**config.mk**
```make
export PLATFORM = sky130hd
export DESIGN_NAME = float_to_decimal_ascii_top_flat
export DESIGN_NICKNAME = d
export VERILOG_FILES = /design/src/sv/ftda_pkg.sv /design/src/sv/ftda_in_if.sv /design/src/sv/ftda_out_if.sv /design/src/sv/ftda_digit_unit.sv /design/src/sv/ftda_text_buf.sv /design/src/sv/float_to_decimal_ascii_top.sv /design/src/flat_wrapper.sv
export VERILOG_INCLUDE_DIRS = /design/src /design/src/sv
export SDC_FILE = /design/constraint.sdc
export NUM_CORES = 1
export LEC_CHECK = 0
export BUFFER_PORTS_ARGS = -buffer_cell sky130_fd_sc_hd__buf_2
export CORE_AREA = 2 2 285 287
export CTS_CLUSTER_SIZE = 16
export DETAILED_ROUTE_END_ITERATION = 16
export DIE_AREA = 0 0 287 289
export GPL_ROUTABILITY_DRIVEN = 0
export SLEW_MARGIN = 30
export SYNTH_ARGS = -nofsm -noshare
export SYNTH_HDL_FRONTEND = slang
export SYNTH_HIERARCHICAL = 1
export SYNTH_SLANG_ARGS = --single-unit
```
**constraint.sdc**
```tcl
create_clock -name clk -period 12.6 [get_ports clk]
set_input_delay 0.63 -clock clk [delete_from_list [all_inputs] [get_ports clk]]
set_output_delay 0.63 -clock clk [all_outputs]
set_load 0.005 [all_outputs]
```
**src/sv/float_to_decimal_ascii_top_defines.svh**
```systemverilog
// Assertion macros for the float to decimal text block.
`ifndef FLOAT_TO_DECIMAL_ASCII_TOP_DEFINES_SVH
`define FLOAT_TO_DECIMAL_ASCII_TOP_DEFINES_SVH

`ifndef SYNTH
`define FTDA_ASSERT(lbl, ante, cons) \
    lbl: assert property (@(posedge clk) disable iff (!rst_n) (ante) |-> (cons)) \
        else $error("ftda check failed");
`define FTDA_ASSERT_NEXT(lbl, ante, cons) \
    lbl: assert property (@(posedge clk) disable iff (!rst_n) (ante) |=> (cons)) \
        else $error("ftda check failed");
`else
`define FTDA_ASSERT(lbl, ante, cons)
`define FTDA_ASSERT_NEXT(lbl, ante, cons)
`endif

`endif

```
**src/sv/ftda_pkg.sv**
```systemverilog
// Shared types, constants and helpers of the float to decimal text block.
package ftda_pkg;

    localparam int MAX_FRAC_DIGITS   = 7;
    localparam int TEXT_BUFFER_CHARS = 15;

    localparam int ADDR_W = $clog2(TEXT_BUFFER_CHARS);
    localparam int CNT_W  = 4;
    localparam int INT_W  = 31;
    localparam int FRAC_W = 24;

    localparam int EXP_BIAS = 127;
    localparam logic [7:0] EXP_INT_ONLY = 8'(EXP_BIAS + 23);
    localparam logic [7:0] EXP_MAX_OK   = 8'(EXP_BIAS + 30);
    localparam logic [7:0] EXP_MIN_OK   = 8'(EXP_BIAS - 23);
    localparam logic [7:0] EXP_ONE      = 8'(EXP_BIAS);
    localparam logic [7:0] EXP_HALF     = 8'(EXP_BIAS - 1);

    // reciprocal of ten, exact for all 32-bit dividends with a 35-bit shift
    localparam logic [31:0] DIV10_MAGIC = 32'hCCCC_CCCD;
    localparam int DIV10_SHIFT = 35;

    localparam logic [7:0] CH_NUL   = 8'h00;
    localparam logic [7:0] CH_ZERO  = 8'h30;
    localparam logic [7:0] CH_MINUS = 8'h2D;
    localparam logic [7:0] CH_DOT   = 8'h2E;

    typedef enum logic [1:0] {
        ST_OK        = 2'd0,
        ST_TOO_LARGE = 2'd1,
        ST_TOO_SMALL = 2'd2
    } ftda_status_t;

    typedef struct packed {
        logic              go;
        logic [ADDR_W-1:0] len;
        ftda_status_t      status;
    } ftda_start_t;

    localparam logic [INT_W-1:0] POW10 [1:9] = '{
        31'd10, 31'd100, 31'd1000, 31'd10000, 31'd100000,
        31'd1000000, 31'd10000000, 31'd100000000, 31'd1000000000
    };

    // number of decimal digits of x, at least one
    function automatic logic [CNT_W-1:0] int_digits(input logic [INT_W-1:0] x);
        logic [CNT_W-1:0] n;
        n = CNT_W'(1);
        for (int k = 1; k <= 9; k++) begin
            if (x >= POW10[k])
                n = n + CNT_W'(1);
        end
        return n;
    endfunction

endpackage

```
**src/sv/ftda_in_if.sv**
```systemverilog
// Input channel: one float bit pattern per word.
interface ftda_in_if;
    logic        valid;
    logic        ready;
    logic [31:0] float_bits;

    modport source (output valid, output float_bits, input ready);
    modport sink   (input valid, input float_bits, output ready);
endinterface

```
**src/sv/ftda_out_if.sv**
```systemverilog
// Output channel: one text character per word.
interface ftda_out_if;
    logic       valid;
    logic       ready;
    logic [7:0] char_code;
    logic [1:0] status;
    logic       last;

    modport source (output valid, output char_code, output status, output last, input ready);
    modport sink   (input valid, input char_code, input status, input last, output ready);
endinterface

```
**src/sv/ftda_digit_unit.sv**
```systemverilog
// Shared digit unit: divide by ten for integer digits, times ten for fraction digits.
module ftda_digit_unit
    import ftda_pkg::*;
(
    input  logic              clk,
    input  logic              div_load,
    input  logic [INT_W-1:0]  x,
    output logic [INT_W-1:0]  q,
    output logic [3:0]        rem_digit,
    input  logic [FRAC_W-1:0] frac_in,
    output logic [3:0]        frac_digit,
    output logic [FRAC_W-1:0] frac_out
);

    logic [INT_W+31:0]  prod;
    logic [INT_W-1:0]   q_reg;
    logic [INT_W-1:0]   ten_q;
    logic [INT_W-1:0]   rem_full;
    logic [FRAC_W+3:0]  frac_ext;
    logic [FRAC_W+3:0]  frac_x10;

    assign prod = (INT_W+32)'(x) * (INT_W+32)'(DIV10_MAGIC);

    always_ff @(posedge clk)
    begin
        if (div_load)
            q_reg <= INT_W'(prod >> DIV10_SHIFT);
    end

    assign q         = q_reg;
    assign ten_q     = (q_reg << 3) + (q_reg << 1);
    assign rem_full  = x - ten_q;
    assign rem_digit = rem_full[3:0];

    // fraction times ten; the carry above bit 23 is the digit
    assign frac_ext   = (FRAC_W+4)'(frac_in);
    assign frac_x10   = (frac_ext << 3) + (frac_ext << 1);
    assign frac_digit = frac_x10[FRAC_W+3:FRAC_W];
    assign frac_out   = frac_x10[FRAC_W-1:0];

endmodule

```
**src/sv/ftda_text_buf.sv**
```systemverilog
// Text buffer and output register; sends one finished text a character per word.
module ftda_text_buf
    import ftda_pkg::*;
(
    input  logic              clk,
    input  logic              rst_n,
    input  logic              wr_en,
    input  logic [ADDR_W-1:0] wr_addr,
    input  logic [7:0]        wr_char,
    input  ftda_start_t       start,
    output logic              busy,
    ftda_out_if.source        text
);

    logic [7:0]        mem [TEXT_BUFFER_CHARS];
    logic              busy_reg;
    logic [ADDR_W-1:0] rd_reg;
    logic [ADDR_W-1:0] len_reg;
    ftda_status_t      st_reg;
    logic              valid_reg;
    logic [7:0]        char_reg;
    ftda_status_t      status_reg;
    logic              last_reg;
    logic              load;
    logic              at_end;

    always_ff @(posedge clk)
    begin
        if (wr_en)
            mem[wr_addr] <= wr_char;
    end

    assign load   = busy_reg && (!valid_reg || text.ready);
    assign at_end = (rd_reg == len_reg - ADDR_W'(1));

    always_ff @(posedge clk or negedge rst_n)
    begin
        if (!rst_n)
        begin
            busy_reg  <= 1'b0;
            valid_reg <= 1'b0;
            rd_reg    <= '0;
        end
        else
        begin
            if (start.go)
            begin
                busy_reg <= 1'b1;
                rd_reg   <= '0;
            end
            else if (load)
            begin
                rd_reg <= rd_reg + ADDR_W'(1);
                if (at_end)
                    busy_reg <= 1'b0;
            end

            if (load)
                valid_reg <= 1'b1;
            else if (text.ready)
                valid_reg <= 1'b0;
        end
    end

    always_ff @(posedge clk)
    begin
        if (start.go)
        begin
            len_reg <= start.len;
            st_reg  <= start.status;
        end
        if (load)
        begin
            char_reg   <= mem[rd_reg];
            status_reg <= st_reg;
            last_reg   <= at_end;
        end
    end

    assign busy           = busy_reg;
    assign text.valid     = valid_reg;
    assign text.char_code = char_reg;
    assign text.status    = status_reg;
    assign text.last      = last_reg;

endmodule

```
**src/sv/float_to_decimal_ascii_top.sv**
```systemverilog
// Top level: float bit pattern in, decimal text out one character per word.
//
//   channel  dir  payload                      word
//   value    in   float_bits[31:0]             one single-precision pattern
//   text     out  char_code[7:0], status, last one character or one error
//
// Per value: accept, setup, a divide and a write step per integer digit (1..10),
// the '.', a step per fraction digit (1..7), digits all through the one digit
// unit; the buffer then sends one character per cycle unless text stalls.
// Error values take accept, setup and one output word.
// The next value is taken once the final character sits in the output register.
// rst_n clears the sequencer and the output valid; a stall on text holds the word.
`include "float_to_decimal_ascii_top_defines.svh"

module float_to_decimal_ascii_top
    import ftda_pkg::*;
(
    input  logic       clk,
    input  logic       rst_n,
    ftda_in_if.sink    value,
    ftda_out_if.source text
);

    typedef enum logic [5:0] {
        S_IDLE  = 6'b000001,
        S_SETUP = 6'b000010,
        S_DIV   = 6'b000100,
        S_DIGIT = 6'b001000,
        S_DOT   = 6'b010000,
        S_FRAC  = 6'b100000
    } state_t;

    state_t            state_reg, state_next;
    logic              sign_reg, sign_next;
    ftda_status_t      err_reg, err_next;
    logic [INT_W-1:0]  work_reg, work_next;
    logic [FRAC_W-1:0] frac_reg, frac_next;
    logic [ADDR_W-1:0] wptr_reg, wptr_next;
    logic [ADDR_W-1:0] dot_reg, dot_next;
    logic [ADDR_W-1:0] keep_reg, keep_next;
    logic [CNT_W-1:0]  cnt_reg, cnt_next;

    logic [7:0]        e8;
    logic [FRAC_W-1:0] mant;
    logic              zero_in;
    ftda_status_t      status_in;
    logic [INT_W-1:0]  ipart_in;
    logic [FRAC_W-1:0] fpart_in;
    logic [7:0]        sh_up;
    logic [7:0]        sh_int;
    logic [7:0]        sh_frac;
    logic [7:0]        sh_low;

    logic              div_load;
    logic [INT_W-1:0]  q;
    logic [3:0]        rem_digit;
    logic [3:0]        frac_digit;
    logic [FRAC_W-1:0] frac_out;
    logic [CNT_W-1:0]  nd;
    logic [ADDR_W:0]   room_full;
    logic [CNT_W-1:0]  room;

    logic              wr_en;
    logic [ADDR_W-1:0] wr_addr;
    logic [7:0]        wr_char;
    ftda_start_t       start;
    logic              busy;

    // classify and align the incoming value
    assign e8      = value.float_bits[30:23];
    assign mant    = {1'b1, value.float_bits[22:0]};
    assign zero_in = (value.float_bits[30:0] == 31'd0);
    assign sh_up   = e8 - EXP_INT_ONLY;
    assign sh_int  = EXP_INT_ONLY - e8;
    assign sh_frac = e8 - EXP_HALF;
    assign sh_low  = EXP_HALF - e8;

    always_comb
    begin
        status_in = ST_OK;
        ipart_in  = '0;
        fpart_in  = '0;
        if (!zero_in)
        begin
            if (e8 > EXP_MAX_OK)
                status_in = ST_TOO_LARGE;
            else if (e8 < EXP_MIN_OK)
                status_in = ST_TOO_SMALL;

            if (e8 >= EXP_INT_ONLY)
                ipart_in = INT_W'(mant) << sh_up[2:0];
            else if (e8 >= EXP_ONE)
            begin
                ipart_in = INT_W'(mant >> sh_int[4:0]);
                fpart_in = mant << sh_frac[4:0];
            end
            else
                fpart_in = mant >> sh_low[4:0];
        end
    end

    ftda_digit_unit u_digit (
        .clk        (clk),
        .div_load   (div_load),
        .x          (work_reg),
        .q          (q),
        .rem_digit  (rem_digit),
        .frac_in    (frac_reg),
        .frac_digit (frac_digit),
        .frac_out   (frac_out)
    );

    assign nd        = int_digits(work_reg);
    assign room_full = (ADDR_W+1)'(TEXT_BUFFER_CHARS - 2) - {1'b0, dot_reg};

    always_comb
    begin
        if ({1'b0, dot_reg} >= (ADDR_W+1)'(TEXT_BUFFER_CHARS - 2))
            room = '0;
        else if (room_full > (ADDR_W+1)'(MAX_FRAC_DIGITS))
            room = CNT_W'(MAX_FRAC_DIGITS);
        else
            room = room_full[CNT_W-1:0];
    end

    assign value.ready = (state_reg == S_IDLE) && !busy;

    always_comb
    begin
        state_next = state_reg;
        sign_next  = sign_reg;
        err_next   = err_reg;
        work_next  = work_reg;
        frac_next  = frac_reg;
        wptr_next  = wptr_reg;
        dot_next   = dot_reg;
        keep_next  = keep_reg;
        cnt_next   = cnt_reg;
        div_load   = 1'b0;
        wr_en      = 1'b0;
        wr_addr    = wptr_reg;
        wr_char    = CH_NUL;
        start      = '{go: 1'b0, len: '0, status: ST_OK};

        case (state_reg)
            S_IDLE:
            begin
                if (value.valid && value.ready)
                begin
                    sign_next  = value.float_bits[31] & !zero_in;
                    err_next   = status_in;
                    work_next  = ipart_in;
                    frac_next  = fpart_in;
                    state_next = S_SETUP;
                end
            end
            S_SETUP:
            begin
                if (err_reg != ST_OK)
                begin
                    wr_en      = 1'b1;
                    wr_addr    = '0;
                    wr_char    = CH_NUL;
                    start      = '{go: 1'b1, len: ADDR_W'(1), status: err_reg};
                    state_next = S_IDLE;
                end
                else
                begin
                    wr_en      = sign_reg;
                    wr_addr    = '0;
                    wr_char    = CH_MINUS;
                    dot_next   = ADDR_W'(sign_reg) + ADDR_W'(nd);
                    wptr_next  = ADDR_W'(sign_reg) + ADDR_W'(nd) - ADDR_W'(1);
                    cnt_next   = nd;
                    state_next = S_DIV;
                end
            end
            S_DIV:
            begin
                div_load   = 1'b1;
                state_next = S_DIGIT;
            end
            S_DIGIT:
            begin
                // integer digits come least significant first, written right to left
                wr_en      = 1'b1;
                wr_char    = CH_ZERO + {4'd0, rem_digit};
                wptr_next  = wptr_reg - ADDR_W'(1);
                work_next  = q;
                cnt_next   = cnt_reg - CNT_W'(1);
                state_next = (cnt_reg == CNT_W'(1)) ? S_DOT : S_DIV;
            end
            S_DOT:
            begin
                wr_en     = 1'b1;
                wr_addr   = dot_reg;
                wr_char   = CH_DOT;
                wptr_next = dot_reg + ADDR_W'(1);
                keep_next = dot_reg + ADDR_W'(2);
                // a zero fraction still prints one '0'
                cnt_next  = (frac_reg == '0) ? CNT_W'(1) : room;
                if (frac_reg != '0 && room == '0)
                begin
                    start      = '{go: 1'b1, len: dot_reg + ADDR_W'(1), status: ST_OK};
                    state_next = S_IDLE;
                end
                else
                    state_next = S_FRAC;
            end
            S_FRAC:
            begin
                wr_en     = 1'b1;
                wr_char   = CH_ZERO + {4'd0, frac_digit};
                frac_next = frac_out;
                wptr_next = wptr_reg + ADDR_W'(1);
                cnt_next  = cnt_reg - CNT_W'(1);
                // keep marks the end of text after trailing zeros are dropped
                if (frac_digit != 4'd0)
                    keep_next = wptr_reg + ADDR_W'(1);
                if (cnt_reg == CNT_W'(1))
                begin
                    start      = '{go: 1'b1,
                                   len: (frac_digit != 4'd0) ? wptr_reg + ADDR_W'(1) : keep_reg,
                                   status: ST_OK};
                    state_next = S_IDLE;
                end
            end
            default:
            begin
                state_next = S_IDLE;
            end
        endcase
    end

    always_ff @(posedge clk or negedge rst_n)
    begin
        if (!rst_n)
            state_reg <= S_IDLE;
        else
            state_reg <= state_next;
    end

    always_ff @(posedge clk)
    begin
        sign_reg <= sign_next;
        err_reg  <= err_next;
        work_reg <= work_next;
        frac_reg <= frac_next;
        wptr_reg <= wptr_next;
        dot_reg  <= dot_next;
        keep_reg <= keep_next;
        cnt_reg  <= cnt_next;
    end

    ftda_text_buf u_buf (
        .clk     (clk),
        .rst_n   (rst_n),
        .wr_en   (wr_en),
        .wr_addr (wr_addr),
        .wr_char (wr_char),
        .start   (start),
        .busy    (busy),
        .text    (text)
    );

    `FTDA_ASSERT(a_start_len, start.go, start.len != '0)
    `FTDA_ASSERT(a_err_word, text.valid && text.status != ST_OK, text.last && text.char_code == CH_NUL)
    `FTDA_ASSERT_NEXT(a_accept_setup, value.valid && value.ready, state_reg == S_SETUP && !busy)
    `FTDA_ASSERT(a_frac_cnt, state_reg == S_FRAC, cnt_reg != '0)

endmodule

```
**src/flat_wrapper.sv**
```systemverilog
// flat-port wrapper written by rule: the top's interface ports become plain ports
module float_to_decimal_ascii_top_flat import ftda_pkg::*;
  (clk, rst_n, value_valid, value_float_bits, value_ready, text_valid, text_char_code, text_status, text_last, text_ready);
  ftda_in_if value_i ();
  ftda_out_if text_i ();
  input  logic clk;
  input  logic rst_n;
  input wire logic [$bits(value_i.valid)-1:0] value_valid;
  input wire logic [$bits(value_i.float_bits)-1:0] value_float_bits;
  output wire logic [$bits(value_i.ready)-1:0] value_ready;
  output wire logic [$bits(text_i.valid)-1:0] text_valid;
  output wire logic [$bits(text_i.char_code)-1:0] text_char_code;
  output wire logic [$bits(text_i.status)-1:0] text_status;
  output wire logic [$bits(text_i.last)-1:0] text_last;
  input wire logic [$bits(text_i.ready)-1:0] text_ready;
  assign value_i.valid = value_valid;
  assign value_i.float_bits = value_float_bits;
  assign value_ready = value_i.ready;
  assign text_valid = text_i.valid;
  assign text_char_code = text_i.char_code;
  assign text_status = text_i.status;
  assign text_last = text_i.last;
  assign text_i.ready = text_ready;
  float_to_decimal_ascii_top u_core (.clk(clk), .rst_n(rst_n), .value(value_i), .text(text_i));
endmodule
```
* Word level (Yosys, flattened, before mapping) *
Memory sizes are Yosys's and may differ from the RTL's. A register that Yosys moved wholly into a read port is not among the register bits.
Cells that the tools add are included.

storage, ports and cells
  register bits after elaboration = 123
  latch bits = 0
  bits in writable memories = 120
  bits in read-only memories = 0
  input port bits = 36
  output and inout port bits = 13
  word-level logic and storage cells = 167
  memories kept = 1

memories
  memory            words  bits a word  rd ports  clocked after memory_dff  wr ports  RTL line             RTL
  u_core.u_buf.mem  15     8            1         1                         1         ftda_text_buf.sv:15  logic [7:0] mem [TEXT_BUFFER_CHARS];

operators by class
  add/sub/neg operators = 27
  $mul = 1
  divide/modulo/power cells = 0
  magnitude comparators = 15
  equality and inequality tests = 11
  shift operators = 4
  multiplexer cells = 55
  bitwise operators = 2
  reduce and logical (&&, ||, !) cells = 33

operators by type and width
  operator                                                                  number
  31-bit 2-to-1 mux                                                         4
  24-bit 2-to-1 mux                                                         4
  4-bit 2-to-1 mux                                                          16
  31-bit by 32-bit multiplier with 63-bit output (second input constant)    1
  31-bit case mux with 2 select lines                                       1
  24-bit case mux with 2 select lines                                       1
  4-bit by 1-bit adder with 4-bit output (second input constant)            10
  6-bit case mux with 6 select lines                                        1
  8-bit case mux with 4 select lines                                        1
  31-bit by 10-bit >= comparator with 1-bit output (second input constant)  1
  31-bit by 14-bit >= comparator with 1-bit output (second input constant)  1
  31-bit by 17-bit >= comparator with 1-bit output (second input constant)  1
  31-bit by 20-bit >= comparator with 1-bit output (second input constant)  1
  31-bit by 24-bit >= comparator with 1-bit output (second input constant)  1
  31-bit by 27-bit >= comparator with 1-bit output (second input constant)  1
  31-bit by 30-bit >= comparator with 1-bit output (second input constant)  1
  31-bit by 4-bit >= comparator with 1-bit output (second input constant)   1
  31-bit by 7-bit >= comparator with 1-bit output (second input constant)   1
  31-bit zero test                                                          1
  24-bit by 3-bit << shifter with 31-bit output                             1
  24-bit by 5-bit right shift with 31-bit output                            1
  27-bit by 25-bit adder with 28-bit output                                 1
  24-bit zero test                                                          1
  6-bit 2-to-1 mux                                                          4
  52 further kinds                                                          91

* Logic depth before layout (Yosys ltp) *
  depth in word-level cells = 22
  gate-level depth with buffers = 28
  mapped depth without buffers = 27

* By module *
Netlist, hierarchy kept.

by module, submodules not included
  module                      times used  cells each  area each (um2)
  ftda_digit_unit             1           1370        13695.6
  float_to_decimal_ascii_top  1           972         8484.4
  ftda_text_buf               1           281         5614.1

* Worst setup path before layout *
No wires, ideal clock.

  path kind = flip-flop to flip-flop
  start point = register u_core.work_reg[20]
  end point = register u_core.u_digit.q_reg[27] (netlist: u_core/u_digit/q[27]), data pin
  library setup time = 260 ps
  data arrival time = 6870 ps
  setup slack = 5470 ps
  stages on the path, launching flop included = 27
  path buffers = 0
  path through = edfxtp_1 inv_1 ha_1 inv_1 fa_1 inv_1 fa_1 inv_1 fa_1 inv_1 fa_1 inv_1 fa_1 fa_1 inv_1 fa_1 inv_1 ha_1 and2_1 a221o_1 a31oi_1 nand2_1 o211ai_1 nand4_1 a31oi_1 o21bai_1 xnor2_1

between the ends
  word-level cells in the longest chain between the ends = 1

RTL lines
  what                                            RTL line                           RTL
  start, declared                                 float_to_decimal_ascii_top.sv:36   logic [INT_W-1:0] work_reg, work_next;
  start signal, assigned                          float_to_decimal_ascii_top.sv:247  work_reg <= work_next;
  31-bit by 32-bit multiplier with 63-bit output  ftda_digit_unit.sv:22              assign prod = (INT_W+32)'(x) * (INT_W+32)'(DIV10_MAGIC);
  named net u_core.u_digit.prod[62]               ftda_digit_unit.sv:15              logic [INT_W+31:0] prod;
  end signal, assigned                            ftda_digit_unit.sv:27              q_reg <= INT_W'(prod >> DIV10_SHIFT);
  end, declared                                   ftda_digit_unit.sv:16              logic [INT_W-1:0] q_reg;

The timed path passes the listed nets, and every way through them passes these cells.
A chain may end at the register's enable or synchronous reset.

* Final worst setup path *
  start point = register u_core.work_reg[16]
  end point = register u_core.u_digit.q_reg[27] (netlist: u_core/u_digit/q[27]), data pin

Same word-level chain as after synthesis.

==> results by stage <==
Outcome:
- The flow ran to the end, and the final reports show no timing, DRC or antenna violations.

Clocking:
- The clock root buffer is sky130_fd_sc_hd__clkbuf_16.
- Clock tree synthesis inserted a total of 28 buffers.
- The buffers inserted during post-CTS setup optimization is 0.
- The number of sinks driven by the clock tree is 251.
- No sink is reached through more buffers than the 3 on the longest clock path.
- TritonCTS built the clock tree.
- In this run the number of H-tree levels came out at 1.
- The worst-skew pair later-pin latency is 0.59 ns.
- The CTS clock-pin slew for the worst setup and hold paths is 0.06 ns.

Logic synthesis:
- The synthesized netlist contains 107 unique library cells.
- After synthesis the netlist holds a flip-flop and latch count of 251.
- Summed over all instances, the cell type with the most area after synthesis is sky130_fd_sc_hd__edfxtp_1.
- The number of enable-type register cells in the synthesized netlist is 239.
- The synthesis warning total is 6.
- The synthesized netlist occupies a cell area of 0.02779 mm2.
- The share of the synthesized area in the top cell type is 25.82%.
- By area the synthesized netlist is led by sky130_fd_sc_hd__edfxtp_1 26%, sky130_fd_sc_hd__fa_1 17%, sky130_fd_sc_hd__ha_1 16%, sky130_fd_sc_hd__inv_1 5.1%, sky130_fd_sc_hd__mux4_2 3.2%.
- Counting flops with an async set or reset pin after synthesis yields a share of 4.781%.
- The share of the yosys chip area belonging to registers is 26.91%.
- For this run, the leading register cell type out of synthesis is sky130_fd_sc_hd__edfxtp_1.
- A synthesized cell averages 10.60 um2.
- The post-synthesis instance total is 2623.

Floorplan:
- The core region is 0.07990 mm2.
- The floorplan step set the die width to 287 um.
- The die covers 0.08294 mm2.
- The height of the die is 289 um.
- The I/O pin count is 49.
- The initial cell density of the core is 34.79%.
- In this run the core area contains 104 standard-cell rows.

Cells and area:
- The register with the most flip-flops in the layout has 120 of them.
- The final layout contains 3297 nets.
- At the end of the flow the core is filled with cells to 37.88%.
- The growth of design area from synthesis to finish is 8.895%.
- Of the cells placed in the final design, the portion with a size suffix greater than 1 is 8.018%.
- The finished layout holds 3754 standard cells, fillers aside.
- The repair_antennas step left the layout with diodes totalling 0.

Global route:
- The wire length of the first global-routing pass is 114.6 mm.
- The total global-route track usage is 17.70%.
- The number of antenna violations at the first check in global routing is 1.
- The via count of the first global-routing pass is 19780.
- The pin count of the biggest net entering global routing is 58.
- The total overflow left after global routing is 0.

Routing:
- The total DRC errors in the routed layout is 0.
- The via count of the routed design is 19780.
- Dividing the detail-routed wire length by the instance count gives 19.53 um.
- The remaining antenna violation count after routing is 0.
- The first-pass detailed-route iteration total is 7.
- The number of DRC markers in iteration 0 is 1542.
- The final layout contains routed wiring with a total length of 73.30 mm.
- The via density per instance is 5.268.

Setup path:
- The sort of element at the end of the critical path is a flip-flop.
- Along the worst path, the maximum fanout reaches 14.
- The category of the worst setup path launch point is a flip-flop.
- Walking the worst path, the cells encountered are ha_1 -> fa_1 -> inv_1 -> fa_1 -> inv_1 -> fa_1 -> inv_1 -> fa_1 -> inv_1 -> fa_1 -> fa_1 -> inv_1 -> fa_1 -> inv_1 -> ha_1 -> and2_1 -> a221o_1 -> a31oi_1 -> nand2_1 -> o211ai_1 -> nand4_1 -> a31oi_1 -> o21bai_1 -> xnor2_1.
- The critical path start-end classification is flip-flop to flip-flop.
- The highest cell delay on the worst timing path is 0.74 ns.
- The critical path arrival is 8.44 ns.
- Among the stages of the critical path, the cell type that occurs most often is sky130_fd_sc_hd__fa_1.
- For this design, the slowest cell found on the critical path is sky130_fd_sc_hd__edfxtp_1.
- The required time of the critical path is 12.92 ns.

Timing:
- The final count of pins violating max slew came to 0.
- The final clock period utilization by the worst path is 64.50%.
- Based on the critical path, the design can be clocked at up to 123.0 MHz.
- The worst pin sits at a relative slew slack of 37.84%.
- After routing, the total negative slack on setup checks comes to 0 ns.
- The final clock skew is 0.02371 ns.
- The clock period could shrink to 8.127 ns.
- Setup repair after global routing left no endpoint under its margin.
- For the pin with the worst max-slew slack, the measured transition is 0.9227 ns.
- The final setup violation count is 0.
- The count of endpoints failing hold in the final timing report is 0.

Placement:
- Counting tap cells, the placed design contains a total of 3701 instances.
- The post-detailed-placement half-perimeter wirelength is 59.99 mm.
- Buffers placed on the I/O ports in this run total 48.

Run:
- Across the run, the number of max-cap violations was 0.

Min path:
- The worst min-delay path class is input pin to flip-flop.
==> cells in the final DEF, fill, tap and decap left out, drive strengths merged, types with 21 or more instances in the layout <==
cell type	count
nor2	150
buf	74
clkbuf	40
a21oi	122
o21a	27
mux2i	45
a21o	37
fa	232
nand2	173
inv	382
edfxtp	239
o21ai	100
nor3	32
xnor2	71
o31ai	21
xor2	40
nand4	22
o22ai	29
nor4	22
nand3	39
a22o	34
mux4	55
ha	357
conb	34
==> stage by stage <==
stage                     instance area [um2]  hold slack [ns]  setup WS (ns)
after floorplan                         27910           0.3344          5.470
after global placement                  29300           0.4117          4.564
final                                   30270           0.3640          4.473
after CTS                               30240           0.3322          4.403
after global routing                    30270           0.3527          4.046
after detailed placement                29320           0.4062          4.415
==> cell families after synthesis <==
logic type               count (synthesis)  share of synthesized area [%]
buffers and inverters                  468                          6.617
AO/OA/AOI/OAI                          534                          13.42
flip-flops                             251                          26.91
other                                    2                        0.02702
AND/OR/NAND/NOR                        559                          9.895
multiplexers                           105                          6.496
adder cells (fa/ha/maj)                589                          32.78
XOR/XNOR                               115                          3.858
==> cell usage after synthesis (11+ instances only) <==
cell type	n
sky130_fd_sc_hd__fa_1	232
sky130_fd_sc_hd__buf_1	13
sky130_fd_sc_hd__xor2_1	40
sky130_fd_sc_hd__clkbuf_1	58
sky130_fd_sc_hd__nand2_1	173
sky130_fd_sc_hd__a31oi_1	16
sky130_fd_sc_hd__o22ai_1	29
sky130_fd_sc_hd__or3_1	11
sky130_fd_sc_hd__a21oi_1	121
sky130_fd_sc_hd__and2_1	14
sky130_fd_sc_hd__inv_1	380
sky130_fd_sc_hd__o21bai_1	13
sky130_fd_sc_hd__ha_1	357
sky130_fd_sc_hd__a211oi_1	11
sky130_fd_sc_hd__edfxtp_1	239
sky130_fd_sc_hd__dfrtp_1	11
sky130_fd_sc_hd__nor2_1	149
sky130_fd_sc_hd__nand3_1	39
sky130_fd_sc_hd__nor2b_1	18
sky130_fd_sc_hd__xnor2_1	70
sky130_fd_sc_hd__nand2b_1	13
sky130_fd_sc_hd__a21o_1	37
sky130_fd_sc_hd__o21a_1	26
sky130_fd_sc_hd__nor3_1	30
sky130_fd_sc_hd__o31ai_1	20
sky130_fd_sc_hd__mux2i_1	45
sky130_fd_sc_hd__nor4_1	19
sky130_fd_sc_hd__o21ai_0	94
sky130_fd_sc_hd__nand4_1	22
sky130_fd_sc_hd__mux4_1	16
sky130_fd_sc_hd__a22o_1	34
sky130_fd_sc_hd__and3_1	15
sky130_fd_sc_hd__a221o_1	14
sky130_fd_sc_hd__mux4_2	39
sky130_fd_sc_hd__o221ai_1	18
==> area by class of cell <==
| cell class | count | area (um2) |
|---|---|---|
| Clock buffer | 40 | 765.7 |
| Clock inverter | 12 | 152.6 |
| Fill cell | 7953 | 49630 |
| Tap cell | 1060 | 1326 |
| Sequential cell | 251 | 7480 |
| Timing Repair Buffer | 75 | 445.4 |
| Inverter | 380 | 1426 |
| Multi-Input combinational cell | 1936 | 18670 |
==> critical path, delay by kind of cell (launching register included) <==
kind | cells | cell delay, ns
AND/OR/NAND/NOR | 3 | 0.53
XOR/XNOR | 1 | 0.12
buffers and inverters | 6 | 0.43
AO/OA/AOI/OAI | 5 | 1.46
flip-flops | 1 | 0.74
adder cells (fa/ha/maj) | 9 | 4.56
==> per-layer routing <==
| layer | GRT usage, % | up-vias | part of all wire [%] |
|---|---|---|---|
| met2 | 28.14 | 570 | 46 |
| met5 | 0 | - | 0.0041 |
| met4 | 5.013 | 2 | 3.2 |
| met1 | 24.56 | 9636 | 45 |
| li1 | - | 9463 | - |
| met3 | 3.441 | 106 | 6.7 |
==> worst paths after layout <==
check	from	endpoint	slack, ns	cells after the start
worst max-delay path	u_core/work_reg[16]$_DFFE_PP_	u_core/u_digit/q[27]$_DFFE_PP_	4.47	24
max in group asynchronous	rst_n	u_core/state_reg[0]$_DFFE_PN1P_	11.76	2
worst max register to register	u_core/work_reg[16]$_DFFE_PP_	u_core/u_digit/q[27]$_DFFE_PP_	4.47	24
min in group asynchronous	rst_n	u_core/state_reg[4]$_DFFE_PN0P_	0.53	2
worst min register to register	u_core/u_buf/st_reg[0]$_DFFE_PP_	u_core/u_buf/text.status[0]$_DFFE_PP_	0.42	0
worst min-delay path	text_ready	u_core/u_buf/text.valid$_DFFE_PN0P_	0.36	3
==> what timing repair did <==
item                                   CTS  global route
endpoints found under the hold margin   11             0
hold buffers                             1             0
setup endpoints to repair                0             0
resized for setup                        0             0
Power is not shown: default switching activity piles up to over one toggle a cycle in this logic, so the estimate is an artifact.
